## config.mk

```make
export PLATFORM = sky130hd
export DESIGN_NAME = mpcd_back
export DESIGN_NICKNAME = d
export VERILOG_FILES = /design/src/design/assert_macros.svh /design/src/design/mpcd_pkg.sv /design/src/design/mpcd_back.sv
export SDC_FILE = /design/constraint.sdc
export NUM_CORES = 1
export LEC_CHECK = 0
export BUFFER_PORTS_ARGS = -buffer_cell sky130_fd_sc_hd__buf_2
export CORE_UTILIZATION = 47
export CTS_BUF_LIST = sky130_fd_sc_hd__clkbuf_16
export DETAILED_ROUTE_END_ITERATION = 8
export GPL_TIMING_DRIVEN = 0
export PLACE_DENSITY = 0.69
export RECOVER_POWER = 50
export SLEW_MARGIN = 20
export SYNTH_ARGS = -nofsm -noshare
export SYNTH_HDL_FRONTEND = slang
export SYNTH_SLANG_ARGS = --single-unit
```

## constraint.sdc

```tcl
create_clock -name clk -period 9.7 [get_ports clk]
set_clock_uncertainty 0.15 [all_clocks]
set_input_delay 1.455 -clock clk [delete_from_list [all_inputs] [get_ports clk]]
set_output_delay 1.455 -clock clk [all_outputs]
set_load 0.02 [all_outputs]
```

## src/design/assert_macros.svh

```systemverilog
// ----------------------------------------------------------------------------
// assert_macros.svh
// Assertion macros used by the top-level design file to check its own logic.
// ----------------------------------------------------------------------------
`ifndef ASSERT_MACROS_SVH
`define ASSERT_MACROS_SVH

// Check that a condition implies another in the same cycle
`define MPCD_ASSERT_IMPLY(lbl, ante, cons, msg) \
	lbl: assert property (@(posedge clk) disable iff (!arst_n) (ante) |-> (cons)) \
		else $error(msg);

// Check that a condition implies another in the next cycle
`define MPCD_ASSERT_NEXT(lbl, ante, cons, msg) \
	lbl: assert property (@(posedge clk) disable iff (!arst_n) (ante) |=> (cons)) \
		else $error(msg);

`endif

```

## src/design/mpcd_pkg.sv

```systemverilog
// ----------------------------------------------------------------------------
// mpcd_pkg
// Types, constants and helper functions of the motor port counter and detect.
// ----------------------------------------------------------------------------
package mpcd_pkg;

	// Field widths
	localparam int ADC_BITS    = 10;
	localparam int REPEAT_BITS = 8;
	localparam int PORT_W      = 2;
	localparam int NUM_PORTS   = 2 ** PORT_W;
	localparam int CFG_W       = 8;
	localparam int COUNT_W     = 32;
	localparam int ROT_W       = 24;
	localparam int MDEG_W      = 20;
	localparam int QUOT_W      = 24;
	localparam int REM_W       = 10;

	// Queue sizes
	localparam int MID_DEPTH = 4;
	localparam int MID_PTR_W = 2;
	localparam int OUT_DEPTH = 8;
	localparam int OUT_PTR_W = 3;

	// Opcodes
	localparam logic [1:0] OP_ADC  = 2'd0;
	localparam logic [1:0] OP_EDGE = 2'd1;
	localparam logic [1:0] OP_READ = 2'd2;

	// Device type codes
	localparam logic [1:0] TYPE_NONE   = 2'd0;
	localparam logic [1:0] TYPE_LARGE  = 2'd1;
	localparam logic [1:0] TYPE_MEDIUM = 2'd2;
	localparam logic [1:0] TYPE_LEGACY = 2'd3;
	localparam logic [2:0] WANT_ANY    = 3'd4;

	// Register indexes (byte address 4*i, index in paddr[2])
	localparam logic REG_TOL        = 1'b0;
	localparam logic REG_MIN_STABLE = 1'b1;
	localparam logic [CFG_W-1:0] TOL_RESET        = 8'd21;
	localparam logic [CFG_W-1:0] MIN_STABLE_RESET = 8'd20;

	// Reference levels of the ID pin
	localparam logic [ADC_BITS-1:0] ADC_MAX       = {ADC_BITS{1'b1}};
	localparam logic [ADC_BITS-1:0] REF_MEDIUM_LO = 10'd74;
	localparam logic [ADC_BITS-1:0] REF_MEDIUM_HI = 10'd862;
	localparam logic [ADC_BITS-1:0] REF_LEGACY_LO = 10'd32;
	localparam logic [ADC_BITS-1:0] REF_LEGACY_MD = 10'd917;
	localparam logic [ADC_BITS-1:0] REF_LEGACY_HI = 10'd1014;

	localparam logic [REPEAT_BITS-1:0] REPEAT_MAX = {REPEAT_BITS{1'b1}};

	// Division by 360: q = (mag * RECIP) >> RECIP_SHIFT, low by at most one
	localparam logic [COUNT_W-1:0] DIV_BY      = 32'd360;
	localparam logic [COUNT_W-1:0] RECIP       = 32'd3054198966;
	localparam int                 RECIP_SHIFT = 40;
	localparam logic [MDEG_W-1:0]  MDEG_SCALE  = 20'd1000;

	// Classified transaction between front and back
	typedef struct packed {
		logic [1:0]        op;
		logic [PORT_W-1:0] port;
		logic [1:0]        det_type;
		logic              step_up;
		logic [2:0]        want;
	} mid_item_t;

	// Back stage result handed to the divider
	typedef struct packed {
		logic               status;
		logic [1:0]         stable;
		logic               read_ok;
		logic [COUNT_W-1:0] count;
	} back_res_t;

	// Finished result
	typedef struct packed {
		logic                     status;
		logic [1:0]               stable;
		logic signed [ROT_W-1:0]  rot;
		logic signed [MDEG_W-1:0] mdeg;
	} out_item_t;

	// Distance from a reference level within tolerance
	function automatic logic near_level(input logic [ADC_BITS-1:0] v,
			input logic [ADC_BITS-1:0] ref_lvl, input logic [CFG_W-1:0] tol);
		logic [ADC_BITS-1:0] d;
		begin
			d = (v >= ref_lvl) ? (v - ref_lvl) : (ref_lvl - v);
			return d <= {{(ADC_BITS-CFG_W){1'b0}}, tol};
		end
	endfunction

	// Classify an ID pin level; order decides
	function automatic logic [1:0] classify(input logic [ADC_BITS-1:0] v,
			input logic [CFG_W-1:0] tol);
		logic [1:0] t;
		begin
			priority if (v == '0 || v == ADC_MAX) begin
				t = TYPE_LARGE;
			end else if (near_level(v, REF_MEDIUM_LO, tol) ||
					near_level(v, REF_MEDIUM_HI, tol)) begin
				t = TYPE_MEDIUM;
			end else if (near_level(v, REF_LEGACY_LO, tol) ||
					near_level(v, REF_LEGACY_MD, tol) ||
					near_level(v, REF_LEGACY_HI, tol)) begin
				t = TYPE_LEGACY;
			end else begin
				t = TYPE_NONE;
			end
			return t;
		end
	endfunction

endpackage

```

## src/design/mpcd_back.sv

```systemverilog
// ----------------------------------------------------------------------------
// mpcd_back
// Carries out classified transactions against the per-port state: debounces
// the device type, steps the edge count and checks reads.
// ----------------------------------------------------------------------------
module mpcd_back (
	input  logic                             clk,
	input  logic                             arst_n,
	input  logic [mpcd_pkg::CFG_W-1:0]       min_stable,
	input  logic                             mid_valid,
	input  mpcd_pkg::mid_item_t              mid_item,
	output logic                             mid_pop,
	input  logic [mpcd_pkg::OUT_PTR_W:0]     outq_level,
	input  logic [1:0]                       div_busy,
	output logic                             res_valid_s1,
	output mpcd_pkg::back_res_t              res_s1
);

	logic [mpcd_pkg::COUNT_W-1:0]     count_q  [mpcd_pkg::NUM_PORTS];
	logic [1:0]                       last_q   [mpcd_pkg::NUM_PORTS];
	logic [1:0]                       stable_q [mpcd_pkg::NUM_PORTS];
	logic [mpcd_pkg::REPEAT_BITS-1:0] repeat_q [mpcd_pkg::NUM_PORTS];

	logic [mpcd_pkg::COUNT_W-1:0]     cur_count;
	logic [1:0]                       cur_last;
	logic [1:0]                       cur_stable;
	logic [mpcd_pkg::REPEAT_BITS-1:0] cur_repeat;
	logic [mpcd_pkg::COUNT_W-1:0]     nxt_count;
	logic [1:0]                       nxt_last;
	logic [1:0]                       nxt_stable;
	logic [mpcd_pkg::REPEAT_BITS-1:0] nxt_repeat;
	logic [4:0]                       in_flight;
	mpcd_pkg::back_res_t              res_d;

	// Issue only when the output queue has room for everything in flight
	assign in_flight = 5'(outq_level) + 5'(div_busy) + 5'(res_valid_s1);
	assign mid_pop   = mid_valid && (in_flight < 5'(mpcd_pkg::OUT_DEPTH));

	assign cur_count  = count_q[mid_item.port];
	assign cur_last   = last_q[mid_item.port];
	assign cur_stable = stable_q[mid_item.port];
	assign cur_repeat = repeat_q[mid_item.port];

	// Work out the next port state and the result
	always_comb begin
		nxt_count     = cur_count;
		nxt_last      = cur_last;
		nxt_stable    = cur_stable;
		nxt_repeat    = cur_repeat;
		res_d.status  = 1'b0;
		res_d.read_ok = 1'b0;
		res_d.count   = cur_count;
		unique case (mid_item.op)
			mpcd_pkg::OP_ADC: begin
				if (cur_last == mid_item.det_type) begin
					if (cur_repeat != mpcd_pkg::REPEAT_MAX) begin
						nxt_repeat = cur_repeat + 1'b1;
					end
				end else begin
					nxt_last   = mid_item.det_type;
					nxt_repeat = mpcd_pkg::REPEAT_BITS'(1);
				end
				if (nxt_repeat >= mpcd_pkg::REPEAT_BITS'(min_stable)) begin
					nxt_stable = mid_item.det_type;
				end
			end
			mpcd_pkg::OP_EDGE: begin
				nxt_count = mid_item.step_up ? (cur_count + 1'b1) : (cur_count - 1'b1);
			end
			mpcd_pkg::OP_READ: begin
				if (cur_stable == mpcd_pkg::TYPE_NONE ||
						(mid_item.want != mpcd_pkg::WANT_ANY &&
						mid_item.want != {1'b0, cur_stable})) begin
					res_d.status = 1'b1;
				end else begin
					res_d.read_ok = 1'b1;
				end
			end
			default: begin
			end
		endcase
		res_d.stable = nxt_stable;
	end

	// Update port state
	always_ff @(posedge clk or negedge arst_n) begin
		if (!arst_n) begin
			for (int i = 0; i < mpcd_pkg::NUM_PORTS; i++) begin
				count_q[i]  <= '0;
				last_q[i]   <= mpcd_pkg::TYPE_NONE;
				stable_q[i] <= mpcd_pkg::TYPE_NONE;
				repeat_q[i] <= '0;
			end
		end else if (mid_pop) begin
			count_q[mid_item.port]  <= nxt_count;
			last_q[mid_item.port]   <= nxt_last;
			stable_q[mid_item.port] <= nxt_stable;
			repeat_q[mid_item.port] <= nxt_repeat;
		end
	end

	// Hold the result for the divider
	always_ff @(posedge clk or negedge arst_n) begin
		if (!arst_n) begin
			res_valid_s1 <= 1'b0;
		end else begin
			res_valid_s1 <= mid_pop;
		end
	end

	always_ff @(posedge clk) begin
		if (mid_pop) begin
			res_s1 <= res_d;
		end
	end

endmodule

```

==> results_dict.tcl <==
set metrics [dict create \
    rows 56 \
    cp_common_cell "clkbuf_1" \
    p_total_w 0.00344 \
    grt_use_total_pct 24.8 \
    core_area_mm2 0.0238 \
    drt-initial-drc-count 735 \
    cts_max_path_buffers 3 \
    wl_um 30900 \
    worstSkewPairLatency_ns 0.51 \
    grt_start_max_net_pins 94 \
    grt_antenna_before_repair 1 \
    dieArea_mm2 0.0252 \
    powerDensity_mw_per_mm2 267 \
    yosysWarningCount 0 \
    start_util_pct 48.6 \
    syn_area_per_cell_um2 10.0 \
    critPathKind "in2reg" \
    grt_pass1_vias 9208 \
    area_delta_synth_final_pct 11.8 \
    ys_ff_latch 213 \
    slew_violations 179 \
    drive_above_1_share_pct 9.03 \
    htree_levels 1 \
    layout_setup_ws_ns 2.20 \
    synth_flop_cell "dfrtp_1" \
    tightest_slew_ns 5.00 \
    power.ir.vdd_worst_v 0.000123 \
    viasPerCell 5.95 \
    root_buffer "clkbuf_16" \
    slew_headroom_pct -233 \
    route.detailed.drc 0 \
    first_pass_iters 7 \
    syn-cell-area_mm2 0.0115 \
    critical_path.max_fanout 10 \
    cts_resized 0 \
    die_height_um 159 \
    nets 1315 \
    synth_edf_count 36 \
    slowest_delay_ns 0.87 \
    wl_per_cell_um 19.5 \
    cp-end-kind "register" \
    worstSetupStartpointType "input pin" \
    violations "capacitance limit, slew limit" \
    post_cts_buffers 0 \
    dpl_worst_slack_ns 1.88 \
    critPathArrivalTime_ns 7.69 \
    setup_viol 0 \
    post-route-period-util_pct 77.3 \
    vias 9413 \
    fmax_mhz 133 \
    hp-class "reg2reg" \
    ioPinCount 65 \
    clk_pin_slew_ns 0.06 \
    status "finished, violations left" \
    cp_top_family "buffers and inverters" \
    seq_area_frac_synth_pct 47.7 \
    syn_nets 1223 \
    hpwl_um 21800 \
    drtAntennaViolNets 0 \
    overflow 0 \
    finalSetupTns_ns 0 \
    die_w_um 159 \
    total_leakage_power_nw 5.61 \
    finalHoldViolCount 0 \
    worst-path-buf-inv 5 \
    period_needed_ns 7.50 \
    synthArstFlopShare_pct 83.1 \
    crit_required_ns 9.89 \
    grt_pass1_wl_um 49800 \
    port_buffers 63 \
    cts_made_buffers 23 \
    cts.hold.buffers_added 0 \
    synth_cells 1154 \
    cts.sinks 213 \
    critical_path.cell_chain "buf_2 -> clkbuf_1 -> clkbuf_1 -> clkbuf_1 -> clkbuf_1 -> mux4_2 -> ha_1 -> a21o_1 -> a211o_1 -> a31oi_1 -> o21a_1 -> a21o_1 -> nor4b_1 -> nor4b_1 -> o21ai_0" \
    rsz0062_at_grt "no" \
    tritoncts "built" \
    place.gp.congestion 0.897 \
    critPathSlowestCell "nor4b_1" \
    maxCapViolations 2 \
    ys_types 61 \
]
## cells in the mapped netlist (all sizes together), types with 9 or more instances
| cell type | number | share of area, % |
|---|---|---|
| clkbuf | 67 | 2.2 |
| a21o | 36 | 2.3 |
| edfxtp | 36 | 9.4 |
| o21bai | 9 | 0.59 |
| ha | 41 | 4.4 |
| and2 | 12 | 0.67 |
| nand2 | 198 | 6.4 |
| xnor2 | 13 | 0.99 |
| a31oi | 18 | 0.98 |
| o21ai | 165 | 7.2 |
| inv | 14 | 0.46 |
| o31ai | 12 | 0.78 |
| mux2i | 19 | 1.6 |
| dfrtp | 177 | 38 |
| nor2 | 67 | 2.2 |
| a211oi | 10 | 0.65 |
| nand4 | 12 | 0.65 |
| nor3 | 14 | 0.61 |
| mux4 | 44 | 8.7 |
| a21oi | 63 | 2.7 |
| nand3 | 22 | 0.95 |
| xor2 | 11 | 0.83 |
## through the flow
step | instance area (um2) | hold slack [ns] | instances | util, %
floorplan | 11500 | 0.292 | 1154 | -
finish | 12900 | 0.327 | 1582 | 54.4
global placement | 12300 | 0.305 | 1536 | 51.6
global route | 12900 | 0.343 | 1581 | 54.4
detailed placement | 12400 | 0.318 | 1540 | 52.2
CTS | 13100 | 0.332 | 1581 | 55.1
## report_power, final
part / total (W) / leakage (nW) / internal, W / switching (W)
logic: 0.00129 / 2.59 / 0.000507 / 0.000788
clock network: 0.000813 / 0.359 / 0.000457 / 0.000356
registers: 0.00134 / 2.66 / 0.00120 / 0.000137
total: 0.00344 / 5.61 / 0.00216 / 0.00128
## worst paths after layout
path | depth (start not counted) | startpoint | slack [ns] | endpoint
setup reg to reg | 10 | count_q[0] | 5.30 | count_q[94]
setup / recovery | 15 | mid_item[7] | 2.20 | count_q[94]
hold / removal | 2 | repeat_q[4] | 0.33 | repeat_q[4]
hold reg to reg | 2 | repeat_q[4] | 0.33 | repeat_q[4]
max in group asynchronous | 3 | arst_n | 2.71 | repeat_q[4]
min in group asynchronous | 1 | arst_n | 0.57 | res_valid_s1
## worst register-to-register path, delay by kind of cell (launching register included)
family                   cells  cell delay (ns)
AO/OA/AOI/OAI                6             1.73
AND/OR/NAND/NOR              2             0.95
multiplexers                 1             0.58
adder cells (fa/ha/maj)      1             0.46
flip-flops                   1             0.38
## cell families after synthesis
group | synth area share (%)
flip-flops | 47.7
buffers and inverters | 3.06
AO/OA/AOI/OAI | 17.8
XOR/XNOR | 1.82
adder cells (fa/ha/maj) | 4.62
multiplexers | 10.5
AND/OR/NAND/NOR | 14.6
## registers in the layout, summed over array words and instances (netlist names)
signal,cells
repeat_q,32
res_s1,36
stable_q,8
last_q,8
count_q,128
res_valid_s1,1
## cell usage in the layout, fill, tap and decap left out, types with 4 or more instances in the layout
cell	count
clkinv_2	5
nor2_1	67
xnor2_1	13
ha_1	41
nand2_1	198
o21a_1	7
nand4_1	12
nand3_1	22
nor2b_1	6
nor3b_1	4
dfrtp_1	177
nor3_1	14
mux2i_1	19
nor4b_1	4
inv_1	17
edfxtp_1	36
a211oi_1	10
o21bai_1	9
or3_1	7
a31oi_1	18
mux4_2	40
clkbuf_1	106
o21ai_0	165
a21oi_1	63
clkinv_1	5
or4_1	5
buf_2	31
and2_1	11
mux4_1	4
and3_1	6
clkbuf_16	23
o211ai_1	7
nand2b_1	6
o31ai_1	12
a21o_1	36
xor2_1	11
## final cells by class
| type | count | area (um2) |
|---|---|---|
| Inverter | 14 | 52.6 |
| Sequential cell | 213 | 5510 |
| Antenna cell | 1 | 2.50 |
| Buffer | 75 | 293 |
| Fill cell | 2104 | 10800 |
| Clock buffer | 23 | 576 |
| Multi-Input combinational cell | 852 | 5680 |
| Tap cell | 319 | 399 |
| Timing Repair Buffer | 67 | 288 |
| Clock inverter | 18 | 110 |
## layer usage
layer	global-route usage, %	wire [um]	share of wire [%]
met3	4.86	2120	6.9
met1	33.8	13600	44
met5	0	0	0
met4	8.56	930	3.0
met2	39.6	14200	46
No activity file was read; power rests on OpenSTA's default activity.
