[config.mk]
export PLATFORM = sky130hd
export DESIGN_NAME = mpcd_outq
export DESIGN_NICKNAME = d
export VERILOG_FILES = /design/src/design/assert_macros.svh /design/src/design/mpcd_pkg.sv /design/src/design/mpcd_outq.sv
export SDC_FILE = /design/constraint.sdc
export NUM_CORES = 1
export LEC_CHECK = 0
export BUFFER_PORTS_ARGS = -buffer_cell sky130_fd_sc_hd__buf_2
export CORE_UTILIZATION = 50
export CTS_BUF_LIST = sky130_fd_sc_hd__clkbuf_8 sky130_fd_sc_hd__clkbuf_16
export DETAILED_ROUTE_END_ITERATION = 10
export HOLD_SLACK_MARGIN = 0.06
export PLACE_DENSITY = 0.77
export SYNTH_ARGS = -nofsm -noshare
export SYNTH_HDL_FRONTEND = slang
export SYNTH_SLANG_ARGS = --single-unit
[constraint.sdc]
create_clock -name clk -period 10.94 [get_ports clk]
set_clock_uncertainty 0.05 [all_clocks]
set_input_delay 2.188 -clock clk [delete_from_list [all_inputs] [get_ports clk]]
set_output_delay 2.188 -clock clk [all_outputs]
set_load 0.005 [all_outputs]
[src/design/assert_macros.svh]
// ----------------------------------------------------------------------------
// assert_macros.svh
// Assertion macros used by the top-level design file to check its own logic.
// ----------------------------------------------------------------------------
`ifndef ASSERT_MACROS_SVH
`define ASSERT_MACROS_SVH

// Check that a condition implies another in the same cycle
`define MPCD_ASSERT_IMPLY(lbl, ante, cons, msg) \
	lbl: assert property (@(posedge clk) disable iff (!arst_n) (ante) |-> (cons)) \
		else $error(msg);

// Check that a condition implies another in the next cycle
`define MPCD_ASSERT_NEXT(lbl, ante, cons, msg) \
	lbl: assert property (@(posedge clk) disable iff (!arst_n) (ante) |=> (cons)) \
		else $error(msg);

`endif

[src/design/mpcd_pkg.sv]
// ----------------------------------------------------------------------------
// mpcd_pkg
// Types, constants and helper functions of the motor port counter and detect.
// ----------------------------------------------------------------------------
package mpcd_pkg;

	// Field widths
	localparam int ADC_BITS    = 10;
	localparam int REPEAT_BITS = 8;
	localparam int PORT_W      = 2;
	localparam int NUM_PORTS   = 2 ** PORT_W;
	localparam int CFG_W       = 8;
	localparam int COUNT_W     = 32;
	localparam int ROT_W       = 24;
	localparam int MDEG_W      = 20;
	localparam int QUOT_W      = 24;
	localparam int REM_W       = 10;

	// Queue sizes
	localparam int MID_DEPTH = 4;
	localparam int MID_PTR_W = 2;
	localparam int OUT_DEPTH = 8;
	localparam int OUT_PTR_W = 3;

	// Opcodes
	localparam logic [1:0] OP_ADC  = 2'd0;
	localparam logic [1:0] OP_EDGE = 2'd1;
	localparam logic [1:0] OP_READ = 2'd2;

	// Device type codes
	localparam logic [1:0] TYPE_NONE   = 2'd0;
	localparam logic [1:0] TYPE_LARGE  = 2'd1;
	localparam logic [1:0] TYPE_MEDIUM = 2'd2;
	localparam logic [1:0] TYPE_LEGACY = 2'd3;
	localparam logic [2:0] WANT_ANY    = 3'd4;

	// Register indexes (byte address 4*i, index in paddr[2])
	localparam logic REG_TOL        = 1'b0;
	localparam logic REG_MIN_STABLE = 1'b1;
	localparam logic [CFG_W-1:0] TOL_RESET        = 8'd21;
	localparam logic [CFG_W-1:0] MIN_STABLE_RESET = 8'd20;

	// Reference levels of the ID pin
	localparam logic [ADC_BITS-1:0] ADC_MAX       = {ADC_BITS{1'b1}};
	localparam logic [ADC_BITS-1:0] REF_MEDIUM_LO = 10'd74;
	localparam logic [ADC_BITS-1:0] REF_MEDIUM_HI = 10'd862;
	localparam logic [ADC_BITS-1:0] REF_LEGACY_LO = 10'd32;
	localparam logic [ADC_BITS-1:0] REF_LEGACY_MD = 10'd917;
	localparam logic [ADC_BITS-1:0] REF_LEGACY_HI = 10'd1014;

	localparam logic [REPEAT_BITS-1:0] REPEAT_MAX = {REPEAT_BITS{1'b1}};

	// Division by 360: q = (mag * RECIP) >> RECIP_SHIFT, low by at most one
	localparam logic [COUNT_W-1:0] DIV_BY      = 32'd360;
	localparam logic [COUNT_W-1:0] RECIP       = 32'd3054198966;
	localparam int                 RECIP_SHIFT = 40;
	localparam logic [MDEG_W-1:0]  MDEG_SCALE  = 20'd1000;

	// Classified transaction between front and back
	typedef struct packed {
		logic [1:0]        op;
		logic [PORT_W-1:0] port;
		logic [1:0]        det_type;
		logic              step_up;
		logic [2:0]        want;
	} mid_item_t;

	// Back stage result handed to the divider
	typedef struct packed {
		logic               status;
		logic [1:0]         stable;
		logic               read_ok;
		logic [COUNT_W-1:0] count;
	} back_res_t;

	// Finished result
	typedef struct packed {
		logic                     status;
		logic [1:0]               stable;
		logic signed [ROT_W-1:0]  rot;
		logic signed [MDEG_W-1:0] mdeg;
	} out_item_t;

	// Distance from a reference level within tolerance
	function automatic logic near_level(input logic [ADC_BITS-1:0] v,
			input logic [ADC_BITS-1:0] ref_lvl, input logic [CFG_W-1:0] tol);
		logic [ADC_BITS-1:0] d;
		begin
			d = (v >= ref_lvl) ? (v - ref_lvl) : (ref_lvl - v);
			return d <= {{(ADC_BITS-CFG_W){1'b0}}, tol};
		end
	endfunction

	// Classify an ID pin level; order decides
	function automatic logic [1:0] classify(input logic [ADC_BITS-1:0] v,
			input logic [CFG_W-1:0] tol);
		logic [1:0] t;
		begin
			priority if (v == '0 || v == ADC_MAX) begin
				t = TYPE_LARGE;
			end else if (near_level(v, REF_MEDIUM_LO, tol) ||
					near_level(v, REF_MEDIUM_HI, tol)) begin
				t = TYPE_MEDIUM;
			end else if (near_level(v, REF_LEGACY_LO, tol) ||
					near_level(v, REF_LEGACY_MD, tol) ||
					near_level(v, REF_LEGACY_HI, tol)) begin
				t = TYPE_LEGACY;
			end else begin
				t = TYPE_NONE;
			end
			return t;
		end
	endfunction

endpackage

[src/design/mpcd_outq.sv]
// ----------------------------------------------------------------------------
// mpcd_outq
// Result queue: holds finished results until the consumer pops them.
// ----------------------------------------------------------------------------
module mpcd_outq (
	input  logic                         clk,
	input  logic                         arst_n,
	input  logic                         wr,
	input  mpcd_pkg::out_item_t          wdata,
	input  logic                         pop,
	output logic                         empty,
	output mpcd_pkg::out_item_t          rdata,
	output logic [mpcd_pkg::OUT_PTR_W:0] level
);

	mpcd_pkg::out_item_t            mem_q [mpcd_pkg::OUT_DEPTH];
	logic [mpcd_pkg::OUT_PTR_W-1:0] wr_ptr_q;
	logic [mpcd_pkg::OUT_PTR_W-1:0] rd_ptr_q;
	logic [mpcd_pkg::OUT_PTR_W:0]   cnt_q;
	logic                           do_pop;

	assign empty  = (cnt_q == '0);
	assign level  = cnt_q;
	assign rdata  = mem_q[rd_ptr_q];
	assign do_pop = pop && !empty;

	// Store results
	always_ff @(posedge clk) begin
		if (wr) begin
			mem_q[wr_ptr_q] <= wdata;
		end
	end

	// Advance pointers and fill count
	always_ff @(posedge clk or negedge arst_n) begin
		if (!arst_n) begin
			wr_ptr_q <= '0;
			rd_ptr_q <= '0;
			cnt_q    <= '0;
		end else begin
			if (wr) begin
				wr_ptr_q <= wr_ptr_q + 1'b1;
			end
			if (do_pop) begin
				rd_ptr_q <= rd_ptr_q + 1'b1;
			end
			unique case ({wr, do_pop})
				2'b10:   cnt_q <= cnt_q + 1'b1;
				2'b01:   cnt_q <= cnt_q - 1'b1;
				default: cnt_q <= cnt_q;
			endcase
		end
	end

endmodule

==> results of run 1 <==
worst paths after layout:
| kind | from | to | slack (ns) | cells past startpoint |
|---|---|---|---|---|
| min | wr_ptr_q[1] | wr_ptr_q[1] | 0.54 | 1 |
| max in group asynchronous | arst_n | rd_ptr_q[1] | 9.15 | 1 |
| max reg2reg | level[0] | level[3] | 7.68 | 7 |
| min in group asynchronous | arst_n | wr_ptr_q[1] | 1.48 | 1 |
| min reg2reg | wr_ptr_q[1] | wr_ptr_q[1] | 0.54 | 1 |
| max | rd_ptr_q[0] | rdata[14] | 5.16 | 4 |
through the flow:
| step | std cells | utilization (%) | total power (µW) | worst slack (ns) | area [µm²] |
|---|---|---|---|---|---|
| floorplan | 609 | - | 2835 | 4.887 | 14720 |
| global placement | 1078 | 54.39 | 3198 | 5.663 | 15700 |
| detailed placement | 1078 | 54.39 | 3262 | 5.565 | 15700 |
| CTS | 1145 | 58.53 | 4498 | 5.012 | 16890 |
| global route | 1148 | 58.56 | 4635 | 4.813 | 16900 |
| finish | 1149 | 58.57 | 4432 | 5.157 | 16900 |
registers in the layout (all words and copies together) (netlist names):
name / count
wr_ptr_q: 3
level: 4
mem_q: 376
rd_ptr_q: 3
area by class of cell:
cell class                 instances  area, µm²  share of cell area, %
multi-input combinational        189       3050                  18.05
sequential                       386      11550                  68.34
tap                              384      480.5                  2.843
antenna                            4      10.01                0.05922
clock inverter                    26      168.9                 0.9994
timing repair buffer             113      593.1                  3.509
clock buffer                      41       1026                  6.070
inverter                           6      22.52                 0.1333
synthesized netlist by cell type, drive strengths merged:
library cell,instances
mux2i,1
nor3,2
edfxtp,376
buf,14
nor2,6
a2111o,1
o21ai,1
dfrtp,10
nand3,2
nor4,1
nor3b,3
o41ai,1
or4b,1
a21oi,2
o311ai,1
nand2b,3
clkbuf,14
nand2,8
xnor2,4
o211ai,1
xor2,2
inv,6
mux4,94
mux2,49
fa,1
ha,5
routing by layer:
metal | up-vias | global-route usage [%] | part of all wire, %
met1 | 3477 | 24.08 | 39
li1 | 2836 | - | -
met4 | 2 | 6.031 | 2.3
met2 | 220 | 33.32 | 53
met5 | - | 0 | 0.039
met3 | 56 | 3.662 | 6.1
cells by family after synthesis:
logic type,share of synthesized area (%)
AO/OA/AOI/OAI,0.3486
XOR/XNOR,0.3570
buffers and inverters,1.233
flip-flops,78.42
multiplexers,18.20
adder cells (fa/ha/maj),0.5611
AND/OR/NAND/NOR,0.8842
power by group:
part / internal, µW / switching [µW] / leakage, µW
Sequential: 1860 / 144 / 0.00353
Clock: 721 / 512 / 0.000611
Combinational: 632 / 560 / 0.00139
==> results.cfg, run 1 <==
[sta]
hold_violations = 0
finalCritPeriodShare_pct = 52.86
setup_tns_ns = 0
finalMaxSlewViolations = 0
fmax_mhz = 172.9
period_minus_slack_ns = 5.783
grt_setup_unrepaired = false
slew_headroom_pct = 29.86
setup_viol = 0
worst_slew_pin_slew_ns = 1.052
hold_ws_ns = 0.5379

[global_route]
antenna_found_initial = 5
grt-ovfl-total = 0
grt_pass1_wl_mm = 42.21
grt_pass1_vias = 7138
grt_max_degree = 55
grtUsageTotal_pct = 19.02

[yosys]
ys_types = 28
ys_ff_latch = 386
postSynthAreaPerCell_um2 = 24.17
syn-num-nets = 666
synthTopCellsByArea = edfxtp_1, mux4_2, mux2_2
postSynthCellCount = 609
ys_seq_area_share_pct = 78.42
ys_warn_count = 0
synth_top_area_share_pct = 76.72
yosysTopAreaCell = edfxtp_1
netlist_area_mm2 = 0.01472

[cts]
cts_tree = yes
clkTransAtPathRegs_ns = 0.06
postCtsSetupBuffers = 0
clockBufferDepth = 3
post_cts_resized = 0
cts-root-buf = clkbuf_16
cts_num_sinks = 386
hold_buffers = 0
h-tree-depth = 2
cts_buffers = 39
insertion_delay_ns = 0.51

[detailed_routing]
dr.pass1.iters = 5
finalWirelength_mm = 27.86
routed_via_density = 5.736
drt_iter0_markers = 567
drc = 0
wl_per_cell_um = 24.25
vias = 6591
postRouteAntennaNets = 0

[worst_setup_path]
path_class = reg2out
crit_required_ns = 8.70
max_stage_delay_ns = 0.96
end_kind = output pin
startpoint_type = register
cp_slowest_cell = dfrtp_4
cp.buffers_inverters = 2
cpLargestDelayFamily = buffers and inverters
cp_max_fo = 54
crit_path_cell_trace = buf_4 > mux4_2 > mux2_2 > buf_2
cp.arrival_ns = 3.54

[floorplanning]
die_w_um = 173.6
ios = 103
core_area_mm2 = 0.02886
rows = 62
die_h_um = 173.6
dieArea_mm2 = 0.03013
initial_core_util_pct = 51.00

[placement]
port_buffers = 102
gp_congestion = 0.6853
hpwl_mm = 15.17

[final_layout]
drive_above_1_share_pct = 42.05
nNetsFinal = 792
area_growth_pct = 14.83
mostFrequentLayoutCells = edfxtp_1, buf_2, mux4_2, mux2_2, clkbuf_16
nFillCells = 2043
layout_commonest_cell = edfxtp_1

[power]
power.density_mw_per_mm2 = 262.3
peakVddDrop_v = 0.0001365
leakage_uw = 0.005533

[job]
cap_violations = 0

[min_path]
min_path_type = reg2reg

[run_status]
status = complete, no violations
(Power assumes the default switching activity.)
==> run 2: changes to the inputs <==
- PLACE_DENSITY: 0.77 -> 0.8
- clock period: 10.94 -> 4.95 ns (I/O delays scaled with it)
==> run 2 against run 1 <==
Against the previous run: via count decreased by 2.5%; design area increased by 0.94%; setup slack got worse by 3.9 ns; first-iteration DRC count fell by 14%; highest routed layer unchanged.
==> results.cfg, run 2 (synthesis gave the netlist of run 1 again) <==
[run_status]
status = complete, no violations

[global_route]
antenna_found_initial = 2
grtUsageTotal_pct = 18.10
grt_pass1_wl_mm = 40.68
grt-ovfl-total = 0
grt_pass1_vias = 6881
grt_max_degree = 56

[sta]
finalCritPeriodShare_pct = 73.89
slew_headroom_pct = 34.61
hold_violations = 0
finalMaxSlewViolations = 0
period_minus_slack_ns = 3.658
fmax_mhz = 273.4
setup_tns_ns = 0
setup_viol = 0
grt_setup_unrepaired = false
worst_slew_pin_slew_ns = 0.9785

[final_layout]
nNetsFinal = 796
regMostFlops = mem_q
fin_area_mm2 = 0.01706
area_growth_pct = 15.91
largest_reg_flops = 376
drive_above_1_share_pct = 42.50
mostFrequentLayoutCells = edfxtp_1, buf_2, mux4_2, mux2_2, clkbuf_16
layout_commonest_cell = edfxtp_1

[cts]
clkTransAtPathRegs_ns = 0.06
postCtsSetupBuffers = 0
cts-root-buf = clkbuf_16
post_cts_resized = 0
clockBufferDepth = 3
cts_tree = yes
hold_buffers = 0
h-tree-depth = 2
insertion_delay_ns = 0.51
cts_buffers = 40
cts_num_sinks = 386

[power]
leakage_uw = 0.005617
peakVddDrop_v = 0.0003551
power.density_mw_per_mm2 = 580.4

[detailed_routing]
vias = 6423
wl_per_cell_um = 22.99
finalWirelength_mm = 26.48
postRouteAntennaNets = 0
drc = 0
routed_via_density = 5.576
dr.pass1.iters = 4
drt_iter0_markers = 488

[floorplanning]
initial_core_util_pct = 51.00
die_w_um = 173.6
die_h_um = 173.6
dieArea_mm2 = 0.03013
rows = 62
ios = 103
core_area_mm2 = 0.02886

[job]
cap_violations = 0

[placement]
place_area_mm2 = 0.01582
hpwl_mm = 14.39
port_buffers = 102
gp_congestion = 0.7225

[worst_setup_path]
r2r-end = level[3]
cp_max_fo = 41
end_kind = output pin
setup.worst_path.end = rdata[14]
crit_start = rd_ptr_q[0]
path_class = reg2out
crit_required_ns = 3.91
r2r_cells = 7
startpoint_type = register
r2r-start = level[0]
cp.arrival_ns = 2.62
r2r_slack_ns = 1.90

[min_path]
min_path_type = in2async
[run 2: changes by cell type in the layout (fill, tap and decap cells not counted), sizes merged]
cell      delta
buf          +3
clkinvlp     -3
clkinv       +1
inv          +4
diode        -3
bufinv       +1
[run 2: critical path: stages (launching register included)]
cell and delay [ns]:
dfrtp_4 0.42, buf_4 0.64, mux4_2 0.60, mux2_2 0.30, buf_2 0.13
[run 2: how the worst min path moves through the flow]
stage	from	endpoint	depth (start not counted)	slack (ns)
finish	arst_n	level[0]	1	0.28
global route	arst_n	level[0]	1	0.28
CTS	arst_n	level[0]	1	0.27
detailed placement	level[2]	level[2]	2	0.52
global placement	wr_ptr_q[1]	wr_ptr_q[1]	1	0.49
floorplan	wr_ptr_q[2]	wr_ptr_q[2]	1	0.47
[run 2: layer usage]
| metal | up-vias | GRT usage (%) | wire length, µm |
|---|---|---|---|
| li1 | 2845 | - | - |
| met1 | 3368 | 24.58 | 11210 |
| met2 | 175 | 30.54 | 13470 |
| met3 | 33 | 3.092 | 1308 |
| met4 | 2 | 5.080 | 480 |
| met5 | - | 0 | 11 |
[run 2: power breakdown]
group / switching, µW / total (µW) / leakage (µW) / internal [µW]
Clock: 1160 / 2810 / 0.000653 / 1650
Combinational: 1260 / 2710 / 0.00143 / 1440
Sequential: 267 / 4380 / 0.00353 / 4110
[run 2: layout make-up]
cell class                      count  area (µm²)
Timing Repair Buffer              116       715.7
Clock buffer                       41        1026
Multi-Input combinational cell    189        3050
Tap cell                          384       480.5
Inverter                            6       22.52
Sequential cell                   386       11550
Clock inverter                     29       212.7
Fill cell                        2075       11800
Antenna cell                        1       2.502
[run 2: per-stage QoR]
step	instances	util (%)	hold slack, ns	total power, µW	setup WS, ns
after global routing	1151	59.11	0.2756	10350	1.122
after CTS	1151	59.11	0.2708	10040	1.201
after detailed placement	1081	54.82	0.5242	7228	1.751
final	1152	59.12	0.2774	9901	1.292
after floorplan	609	-	0.4674	6265	0.09450
after global placement	1081	54.82	0.4888	7178	1.770
