==> src/design/assert_macros.svh <==
// ----------------------------------------------------------------------------
// assert_macros.svh
// Assertion macros used by the top-level design file to check its own logic.
// ----------------------------------------------------------------------------
`ifndef ASSERT_MACROS_SVH
`define ASSERT_MACROS_SVH

// Check that a condition implies another in the same cycle
`define MPCD_ASSERT_IMPLY(lbl, ante, cons, msg) \
	lbl: assert property (@(posedge clk) disable iff (!arst_n) (ante) |-> (cons)) \
		else $error(msg);

// Check that a condition implies another in the next cycle
`define MPCD_ASSERT_NEXT(lbl, ante, cons, msg) \
	lbl: assert property (@(posedge clk) disable iff (!arst_n) (ante) |=> (cons)) \
		else $error(msg);

`endif

==> src/design/mpcd_pkg.sv <==
// ----------------------------------------------------------------------------
// mpcd_pkg
// Types, constants and helper functions of the motor port counter and detect.
// ----------------------------------------------------------------------------
package mpcd_pkg;

	// Field widths
	localparam int ADC_BITS    = 10;
	localparam int REPEAT_BITS = 8;
	localparam int PORT_W      = 2;
	localparam int NUM_PORTS   = 2 ** PORT_W;
	localparam int CFG_W       = 8;
	localparam int COUNT_W     = 32;
	localparam int ROT_W       = 24;
	localparam int MDEG_W      = 20;
	localparam int QUOT_W      = 24;
	localparam int REM_W       = 10;

	// Queue sizes
	localparam int MID_DEPTH = 4;
	localparam int MID_PTR_W = 2;
	localparam int OUT_DEPTH = 8;
	localparam int OUT_PTR_W = 3;

	// Opcodes
	localparam logic [1:0] OP_ADC  = 2'd0;
	localparam logic [1:0] OP_EDGE = 2'd1;
	localparam logic [1:0] OP_READ = 2'd2;

	// Device type codes
	localparam logic [1:0] TYPE_NONE   = 2'd0;
	localparam logic [1:0] TYPE_LARGE  = 2'd1;
	localparam logic [1:0] TYPE_MEDIUM = 2'd2;
	localparam logic [1:0] TYPE_LEGACY = 2'd3;
	localparam logic [2:0] WANT_ANY    = 3'd4;

	// Register indexes (byte address 4*i, index in paddr[2])
	localparam logic REG_TOL        = 1'b0;
	localparam logic REG_MIN_STABLE = 1'b1;
	localparam logic [CFG_W-1:0] TOL_RESET        = 8'd21;
	localparam logic [CFG_W-1:0] MIN_STABLE_RESET = 8'd20;

	// Reference levels of the ID pin
	localparam logic [ADC_BITS-1:0] ADC_MAX       = {ADC_BITS{1'b1}};
	localparam logic [ADC_BITS-1:0] REF_MEDIUM_LO = 10'd74;
	localparam logic [ADC_BITS-1:0] REF_MEDIUM_HI = 10'd862;
	localparam logic [ADC_BITS-1:0] REF_LEGACY_LO = 10'd32;
	localparam logic [ADC_BITS-1:0] REF_LEGACY_MD = 10'd917;
	localparam logic [ADC_BITS-1:0] REF_LEGACY_HI = 10'd1014;

	localparam logic [REPEAT_BITS-1:0] REPEAT_MAX = {REPEAT_BITS{1'b1}};

	// Division by 360: q = (mag * RECIP) >> RECIP_SHIFT, low by at most one
	localparam logic [COUNT_W-1:0] DIV_BY      = 32'd360;
	localparam logic [COUNT_W-1:0] RECIP       = 32'd3054198966;
	localparam int                 RECIP_SHIFT = 40;
	localparam logic [MDEG_W-1:0]  MDEG_SCALE  = 20'd1000;

	// Classified transaction between front and back
	typedef struct packed {
		logic [1:0]        op;
		logic [PORT_W-1:0] port;
		logic [1:0]        det_type;
		logic              step_up;
		logic [2:0]        want;
	} mid_item_t;

	// Back stage result handed to the divider
	typedef struct packed {
		logic               status;
		logic [1:0]         stable;
		logic               read_ok;
		logic [COUNT_W-1:0] count;
	} back_res_t;

	// Finished result
	typedef struct packed {
		logic                     status;
		logic [1:0]               stable;
		logic signed [ROT_W-1:0]  rot;
		logic signed [MDEG_W-1:0] mdeg;
	} out_item_t;

	// Distance from a reference level within tolerance
	function automatic logic near_level(input logic [ADC_BITS-1:0] v,
			input logic [ADC_BITS-1:0] ref_lvl, input logic [CFG_W-1:0] tol);
		logic [ADC_BITS-1:0] d;
		begin
			d = (v >= ref_lvl) ? (v - ref_lvl) : (ref_lvl - v);
			return d <= {{(ADC_BITS-CFG_W){1'b0}}, tol};
		end
	endfunction

	// Classify an ID pin level; order decides
	function automatic logic [1:0] classify(input logic [ADC_BITS-1:0] v,
			input logic [CFG_W-1:0] tol);
		logic [1:0] t;
		begin
			priority if (v == '0 || v == ADC_MAX) begin
				t = TYPE_LARGE;
			end else if (near_level(v, REF_MEDIUM_LO, tol) ||
					near_level(v, REF_MEDIUM_HI, tol)) begin
				t = TYPE_MEDIUM;
			end else if (near_level(v, REF_LEGACY_LO, tol) ||
					near_level(v, REF_LEGACY_MD, tol) ||
					near_level(v, REF_LEGACY_HI, tol)) begin
				t = TYPE_LEGACY;
			end else begin
				t = TYPE_NONE;
			end
			return t;
		end
	endfunction

endpackage

==> src/design/mpcd_front.sv <==
// ----------------------------------------------------------------------------
// mpcd_front
// Accepts input transactions, classifies ADC levels and edge directions, and
// holds the classified transactions in a short queue for the back end.
// ----------------------------------------------------------------------------
module mpcd_front (
	input  logic                          clk,
	input  logic                          arst_n,
	input  logic                          push,
	output logic                          full,
	input  logic [1:0]                    opcode,
	input  logic [mpcd_pkg::PORT_W-1:0]   port,
	input  logic [mpcd_pkg::ADC_BITS-1:0] adc_sample,
	input  logic                          edge_level,
	input  logic                          direction_level,
	input  logic [2:0]                    expected_type,
	input  logic [mpcd_pkg::CFG_W-1:0]    tolerance,
	output logic                          mid_valid,
	output mpcd_pkg::mid_item_t           mid_item,
	input  logic                          mid_pop
);

	mpcd_pkg::mid_item_t               mem_q [mpcd_pkg::MID_DEPTH];
	logic [mpcd_pkg::MID_PTR_W-1:0]    wr_ptr_q;
	logic [mpcd_pkg::MID_PTR_W-1:0]    rd_ptr_q;
	logic [mpcd_pkg::MID_PTR_W:0]      cnt_q;
	mpcd_pkg::mid_item_t               new_item;
	logic                              do_push;
	logic                              do_pop;

	// Classify the incoming transaction
	always_comb begin
		new_item.op       = opcode;
		new_item.port     = port;
		new_item.det_type = mpcd_pkg::classify(adc_sample, tolerance);
		new_item.step_up  = edge_level ^ direction_level;
		new_item.want     = expected_type;
	end

	assign full      = (cnt_q == (mpcd_pkg::MID_PTR_W+1)'(mpcd_pkg::MID_DEPTH));
	assign mid_valid = (cnt_q != '0);
	assign mid_item  = mem_q[rd_ptr_q];
	assign do_push   = push && !full;
	assign do_pop    = mid_pop && mid_valid;

	// Store classified transactions
	always_ff @(posedge clk) begin
		if (do_push) begin
			mem_q[wr_ptr_q] <= new_item;
		end
	end

	// Advance pointers and fill count
	always_ff @(posedge clk or negedge arst_n) begin
		if (!arst_n) begin
			wr_ptr_q <= '0;
			rd_ptr_q <= '0;
			cnt_q    <= '0;
		end else begin
			if (do_push) begin
				wr_ptr_q <= wr_ptr_q + 1'b1;
			end
			if (do_pop) begin
				rd_ptr_q <= rd_ptr_q + 1'b1;
			end
			unique case ({do_push, do_pop})
				2'b10:   cnt_q <= cnt_q + 1'b1;
				2'b01:   cnt_q <= cnt_q - 1'b1;
				default: cnt_q <= cnt_q;
			endcase
		end
	end

endmodule

==> config.mk <==
export PLATFORM = sky130hd
export DESIGN_NAME = mpcd_front
export DESIGN_NICKNAME = d
export VERILOG_FILES = /design/src/design/assert_macros.svh /design/src/design/mpcd_pkg.sv /design/src/design/mpcd_front.sv
export SDC_FILE = /design/constraint.sdc
export NUM_CORES = 1
export LEC_CHECK = 0
export BUFFER_PORTS_ARGS = -buffer_cell sky130_fd_sc_hd__buf_2
export CAP_MARGIN = 10
export CORE_MARGIN = 2
export CORE_UTILIZATION = 50
export DETAILED_ROUTE_END_ITERATION = 8
export PLACE_DENSITY = 0.66
export SKIP_CTS_REPAIR_TIMING = 1
export SYNTH_ARGS = -nofsm -noshare
export SYNTH_HDL_FRONTEND = slang
export SYNTH_SLANG_ARGS = --single-unit
==> constraint.sdc <==
create_clock -name clk -period 2.8 [get_ports clk]
set_clock_uncertainty 0.2 [all_clocks]
set_input_delay 0.28 -clock clk [delete_from_list [all_inputs] [get_ports clk]]
set_output_delay 0.28 -clock clk [all_outputs]
set_load 0.05 [all_outputs]
==> out/qor.yml, run 1 <==
global_route:
  grt_overflow: 0
  grt_max_degree: 17
  grt_pass1_wl_um: 20700
  grt.total_usage_pct: 26.73
  grt_pass1_vias: 4011
  grt_antenna_before_repair: 0
setup_path:
  cp-start-kind: "input pin"
  cp-end-kind: "flop"
  crit_arrival_ns: 3.22
  worstSetupPathType: "input pin to flop"
  critPathRequiredTime_ns: 2.73
  worstPathMaxFanout: 11
die:
  row_count: 34
  boundaryPins: 43
  initial_core_util_pct: 51.41
  core_um2: 8678
  dieWidth_um: 98.47
  die_h_um: 98.47
  die_area_um2: 9695
layout:
  final_nets: 683
  drive_above_1_share_pct: 39.16
  fillers: 685
  area_growth_pct: 33.54
  stdcell_area_um2: 5958
  diodes: 0
yosys:
  synthCells: 446
  synth_edf_count: 40
  ys_seq_area_share_pct: 30.85
  yosysUniqueCellTypes: 74
  synth_area_per_cell_um2: 10.00
  synthArstFlopShare_pct: 14.89
  ys_ff_latch: 47
  synth_flop_cell: "edfxtp_1"
  synth_nets: 535
  yosys_warnings: 0
  netlist_area_um2: 4462
clock_tree:
  cts_root_buffer: "clkbuf_8"
  cts.sinks: 47
  cts_tree: "done"
  h-tree-depth: 2
  clock_path_buffers: 2
  clock_latency_ns: 0.29
  cts_buffers: 5
  path_clk_slew_ns: 0.09
drt:
  dr.pass1.iters: 5
  antenna_left: 0
  via_per_inst: 5.730
  drcViolationCount: 0
  drt-wirelength-per-cell_um: 18.42
  routed_wl_um: 12950
  vias: 4028
  drtIter0Drc: 316
power_and_ir_drop:
  irDropWorstVdd_v: 0.0004191
  combPwrFrac_pct: 51.8
  power_leakage_nw: 2.611
  swShare_pct: 42.52
  p_clk_share_pct: 15.2
  power_switching_mw: 1.410
  power_density_nw_per_um2: 556.5
  p_seq_share_pct: 33.0
  intPower_mw: 1.906
sta:
  finalCriticalPeriod_ns: 3.284
  max_slew_margin_pct: 55.05
  tns_ns: -3.718
  rsz0062_at_grt: "true"
  fin_crit_sh_pct: 117.3
  setup_slack_ns: -0.4837
  worstMarginPinSlew_ns: 0.6743
  fmax_ghz: 0.3045
  drv_slew: 0
  setup_viol: 8
  hold_viol: 0
placed_design:
  place_area_um2: 5542
  detailed_place_hpwl_um: 10150
  portBuffers: 42
  place_congestion: 0.9280
status:
  outcome: "finished, violations left"
  violations: "negative setup slack"
worst_hold_path:
  hold_class: "input pin to flop"
job:
  cap_violations: 0
[per-stage QoR]
step	power (mW)	hold WS, ns	cells	util, %	setup slack, ns
floorplan	2.271	-0.2156	446	-	-0.4719
global placement	2.689	-0.08415	683	63.86	-0.8247
detailed placement	2.748	-0.08050	683	63.86	-0.8776
CTS	3.252	-0.4085	691	65.20	-0.5927
global route	3.513	0.003771	703	68.66	-0.6321
finish	3.315	0.001717	703	68.66	-0.4837
[synth_stat cells, drive strengths merged, types with 5 or more instances]
cell type / count / area share [%]
ha: 57 / 16
edfxtp: 40 / 27
a21oi: 36 / 4.9
nor2: 31 / 2.7
inv: 29 / 2.4
nand2: 27 / 2.3
o21ai: 25 / 2.9
xnor2: 25 / 4.9
buf: 17 / 2.7
a31oi: 11 / 1.9
mux4: 10 / 5.0
a21o: 9 / 1.5
nand4: 9 / 1.3
mux2i: 8 / 1.8
xor2: 8 / 1.6
and2: 7 / 0.98
dfrtp: 7 / 3.9
o21a: 6 / 1.0
nand3: 5 / 0.67
nor3: 5 / 0.56
[worst max-delay path: stages]
cell and delay (ns):
buf_2 0.12, buf_4 0.18, inv_2 0.12, buf_4 0.12
nand2_1 0.07, nor4_2 0.13, buf_4 0.18, o21ai_0 0.11
xnor2_1 0.26, ha_1 0.30, a21o_1 0.18, a21oi_1 0.15
o221ai_1 0.23, a211oi_2 0.32, o22a_1 0.17, a311oi_2 0.05
a21boi_2 0.24
[metal layers]
metal | share of wire [%] | wire length, µm | track usage, % | up-vias
li1 | - | - | - | 1966
met1 | 46 | 5972 | 39.02 | 1919
met2 | 48 | 6159 | 42.28 | 126
met3 | 4.6 | 599 | 3.475 | 17
met4 | 1.7 | 220 | 6.955 | 0
met5 | 0 | 0 | 0 | -
[power groups by stage]
stage / logic (mW) / registers [mW] / clock network (mW)
after floorplan: 1.26 / 1.01 / 0
after global placement: 1.59 / 1.10 / 0
after detailed placement: 1.64 / 1.11 / 0
after CTS: 1.64 / 1.10 / 0.512
after global routing: 1.86 / 1.12 / 0.538
final: 1.72 / 1.09 / 0.506
[sequential cells by signal, indices dropped and copies added (netlist names)]
register	cells
cnt_q	3
mem_q	40
rd_ptr_q	2
wr_ptr_q	2
[final timing paths]
kind	endpoint	cells after the start	slack, ns	start
hold / removal	mem_q[1][0]	1	0.002	expected_type[0]
setup reg to reg	cnt_q[2]	10	0.50	cnt_q[0]
setup / recovery	mem_q[1][5]	17	-0.48	adc_sample[6]
min in group asynchronous	rd_ptr_q[0]	2	0.13	arst_n
hold reg to reg	cnt_q[2]	1	0.32	cnt_q[2]
max in group asynchronous	wr_ptr_q[0]	2	2.12	arst_n
[logic make-up (layout without fill, tap and decap cells)]
group / Yosys count / count (layout) / synth area share, %
adders and majority gates: 58 / 58 / 16.43
muxes: 21 / 21 / 7.600
AOI/OAI and AO/OA: 123 / 123 / 19.18
buffers and inverters: 49 / 198 / 5.440
and+or+nand+nor: 115 / 115 / 14.02
DFF: 47 / 47 / 30.85
xor gates and xnor gates: 33 / 33 / 6.478
[final cells by class]
type / instances / area (µm²) / share of cell area (%)
inverter: 29 / 123.9 / 2.079
clock inverter: 3 / 47.55 / 0.7980
clock buffer: 5 / 68.82 / 1.155
tap: 108 / 135.1 / 2.268
sequential: 47 / 1376 / 23.10
timing repair buffer: 161 / 1147 / 19.26
multi-input combinational: 350 / 3059 / 51.34
[layout by cell type, fill, tap and decap left out, types with 5 or more instances in the layout]
cell / n
edfxtp_1: 40
xor2_1: 8
mux4_2: 10
a21o_1: 9
xnor2_1: 22
buf_2: 41
a31oi_1: 8
nand2_1: 22
clkbuf_8: 5
a21oi_1: 32
buf_4: 109
dfrtp_1: 7
inv_1: 24
and2_1: 7
o21ai_1: 7
ha_1: 54
o21ai_0: 13
nor2_1: 28
nand4_1: 9
mux2i_1: 7
dlygate4sd3_1: 6
No activity file was read; power rests on OpenSTA's default activity.
==> run 2: changes to the inputs <==
--- a/config.mk
+++ b/config.mk
@@ -7,10 +7,10 @@
 export LEC_CHECK = 0
 export BUFFER_PORTS_ARGS = -buffer_cell sky130_fd_sc_hd__buf_2
 export CAP_MARGIN = 10
-export CORE_MARGIN = 2
 export CORE_UTILIZATION = 50
 export DETAILED_ROUTE_END_ITERATION = 8
 export PLACE_DENSITY = 0.66
+export REMOVE_ABC_BUFFERS = 1
 export SKIP_CTS_REPAIR_TIMING = 1
 export SYNTH_ARGS = -nofsm -noshare
 export SYNTH_HDL_FRONTEND = slang
==> run 2 against run 1 <==
The flow still finishes with violations (negative setup slack). Clock-buffer cell count is the same. Final area shrank 0.97%. First-iteration DRC count grew 12%. Sequential share of layout area grew 0.23 points. Via count grew 2.2%. Register-to-register slack gained 0.06 ns. Critical path depth shrank 1. Critical endpoint is now mem_q[1][4]. Worst hold slack gained 0.13 ns.
==> out/qor.yml, run 2 (same netlist as run 1, synthesis figures left out) <==
drt:
  routed_wl_um: 12630  # -2.4%
  dr.pass1.iters: 5  # unchanged
  drcViolationCount: 0  # unchanged
  via_per_inst: 5.845  # +2.0%
  drt-wirelength-per-cell_um: 17.95  # -2.6%
  drtIter0Drc: 355  # +12%
  antenna_left: 0  # unchanged
  vias: 4115  # +2.2%
sta:
  hold_ws_ns: 0.1329  # +0.1312 ns
  fin_crit_sh_pct: 118.3  # +0.99 points
  drv_slew: 0  # unchanged
  worstMarginPinSlew_ns: 0.6787  # +0.004354 ns
  setup_viol: 8  # unchanged
  hold_viol: 0  # unchanged
  fmax_ghz: 0.3020  # -0.84%
  setup_slack_ns: -0.5115  # -0.02773 ns
  finalCriticalPeriod_ns: 3.311  # +0.02773 ns
  max_slew_margin_pct: 54.76  # -0.29 points
  rsz0062_at_grt: "true"
layout:
  largest_register_ffs: 40  # unchanged
  final_nets: 684  # +0.15%
  final_cell_mix: "110 x buf_4, 54 x ha_1, 40 x buf_2, 40 x edfxtp_1, 30 x a21oi_1"
  diodes: 0  # unchanged
  drive_above_1_share_pct: 36.91  # -2.2 points
  regMostFlops: "mem_q"
  mostFrequentLayoutCell: "buf_4"
  largest_registers: "mem_q x40, cnt_q x3"
  instances_no_fill: 704  # +0.14%
  area_growth_pct: 32.25
clock_tree:
  cts_tree: "done"
  path_clk_slew_ns: 0.09  # about the same
  clock_path_buffers: 2  # unchanged
  cts_root_buffer: "clkbuf_8"
  clock_latency_ns: 0.29  # about the same
  h-tree-depth: 2  # unchanged
  cts_buffers: 5  # unchanged
  cts.sinks: 47  # unchanged
die:
  boundaryPins: 43  # unchanged
  die_h_um: 96.47  # -2.0%
  die_area_um2: 9306  # -4.0%
  core_um2: 8678  # unchanged
  dieWidth_um: 96.47  # -2.0%
  initial_core_util_pct: 51.41  # unchanged
  row_count: 34  # unchanged
global_route:
  grt.total_usage_pct: 28.22  # +1.5 points
  grt_pass1_wl_um: 19530  # -5.7%
  grt_overflow: 0  # unchanged
  grt_max_degree: 17  # unchanged
  grt_antenna_before_repair: 0  # unchanged
  grt_pass1_vias: 4042  # +0.77%
setup_path:
  worstPathMaxFanout: 5  # -6
  cp-start-kind: "input pin"
  crit_arrival_ns: 3.14  # -0.08 ns
  rr_endpoint: "cnt_q[1]"
  reg2reg_depth: 8  # -2
  reg2reg_slack_ns: 0.56  # +0.06 ns
  r2r-start: "cnt_q[0]"
  worstSetupPathType: "input pin to flop"
  critPathRequiredTime_ns: 2.63  # -0.10 ns
  startpoint: "adc_sample[5]"
  cp-end-kind: "flop"
  endpoint: "mem_q[1][4]"
power_and_ir_drop:
  power_leakage_nw: 2.587  # -0.91%
  total_power_mw: 3.278  # -1.1%
  power_density_nw_per_um2: 555.5  # -0.16%
  intPower_mw: 1.903  # -0.16%
  power_switching_mw: 1.375  # -2.4%
  p_clk_share_pct: 15.1  # about the same
  p_seq_share_pct: 33.1  # about the same
  irDropWorstVdd_v: 0.0003408  # -19%
  combPwrFrac_pct: 51.8  # about the same
  swShare_pct: 41.96  # -0.56 points
worst_hold_path:
  hold_class: "input pin to flop"
placed_design:
  place_congestion: 0.9559  # +3.0%
  detailed_place_hpwl_um: 9974  # -1.7%
  placed_cells: 686  # +0.44%
  portBuffers: 42  # unchanged
  place_ws_ns: -0.9047  # -0.02707 ns
status:
  violations: "negative setup slack"
  outcome: "finished, violations left"
job:
  cap_violations: 0  # unchanged
==> run 2: cell count changes in the layout (fill, tap and decap cells not counted), moves of 2 or more <==
cell and delta:
a21oi_2 +2, buf_8 -2, a21oi_1 -2, xnor2_1 +3
xnor2_2 -3, nand2_1 +2, dlygate4sd3_1 +2, nand2_4 -2
==> run 2: area by class of cell <==
cell class,instances,area [µm²]
multi-input cells,350,2995
fillers,693,2778
flip-flops and latches,47,1376
repair buffers,162,1160
well taps,108,135.1
inverters,29,118.9
clock buffers,5,68.82
clock inverters,3,46.29
==> run 2: layer usage <==
metal	routed length, µm	GRT usage [%]	vias to the layer above
met3	804	5.321	27
met4	271	8.701	0
met1	5393	36.79	1959
met5	0	0	-
li1	-	-	1971
met2	6165	47.24	158
==> run 2: worst min path at each step <==
stage / startpoint / end / cells after the start
after detailed placement: arst_n / rd_ptr_q[0] / 1
after CTS: arst_n / rd_ptr_q[1] / 1
after global placement: arst_n / rd_ptr_q[1] / 1
after global routing: mid_pop / rd_ptr_q[0] / 3
after floorplan: arst_n / cnt_q[0] / 0
final: mid_pop / rd_ptr_q[0] / 3
==> run 2: metrics by stage <==
step | TNS [ns] | util [%] | area, µm²
CTS | -4.730 | 64.69 | 5614
global placement | -6.035 | 63.37 | 5499
floorplan | -5.728 | - | 4328
detailed placement | -7.196 | 63.37 | 5499
global route | -4.521 | 67.99 | 5901
finish | -3.958 | 67.99 | 5901
==> run 2: critical path, cell delays in order <==
cell	delay [ns]
buf_2	0.11
inv_2	0.05
ha_2	0.18
nand3_1	0.10
or2_4	0.26
a21oi_4	0.23
o22ai_2	0.13
xnor2_1	0.13
ha_1	0.29
a21o_1	0.20
a211oi_2	0.22
o21ai_1	0.09
o221ai_1	0.27
nor4bb_4	0.31
a21o_1	0.20
o21ai_4	0.08
==> run 2: power groups by stage <==
stage | clock, mW | sequential (mW) | combinational (mW)
finish | 0.495 | 1.09 | 1.70
global route | 0.534 | 1.11 | 1.85
CTS | 0.507 | 1.09 | 1.62
detailed placement | 0 | 1.11 | 1.62
global placement | 0 | 1.09 | 1.57
floorplan | 0 | 1.06 | 1.14
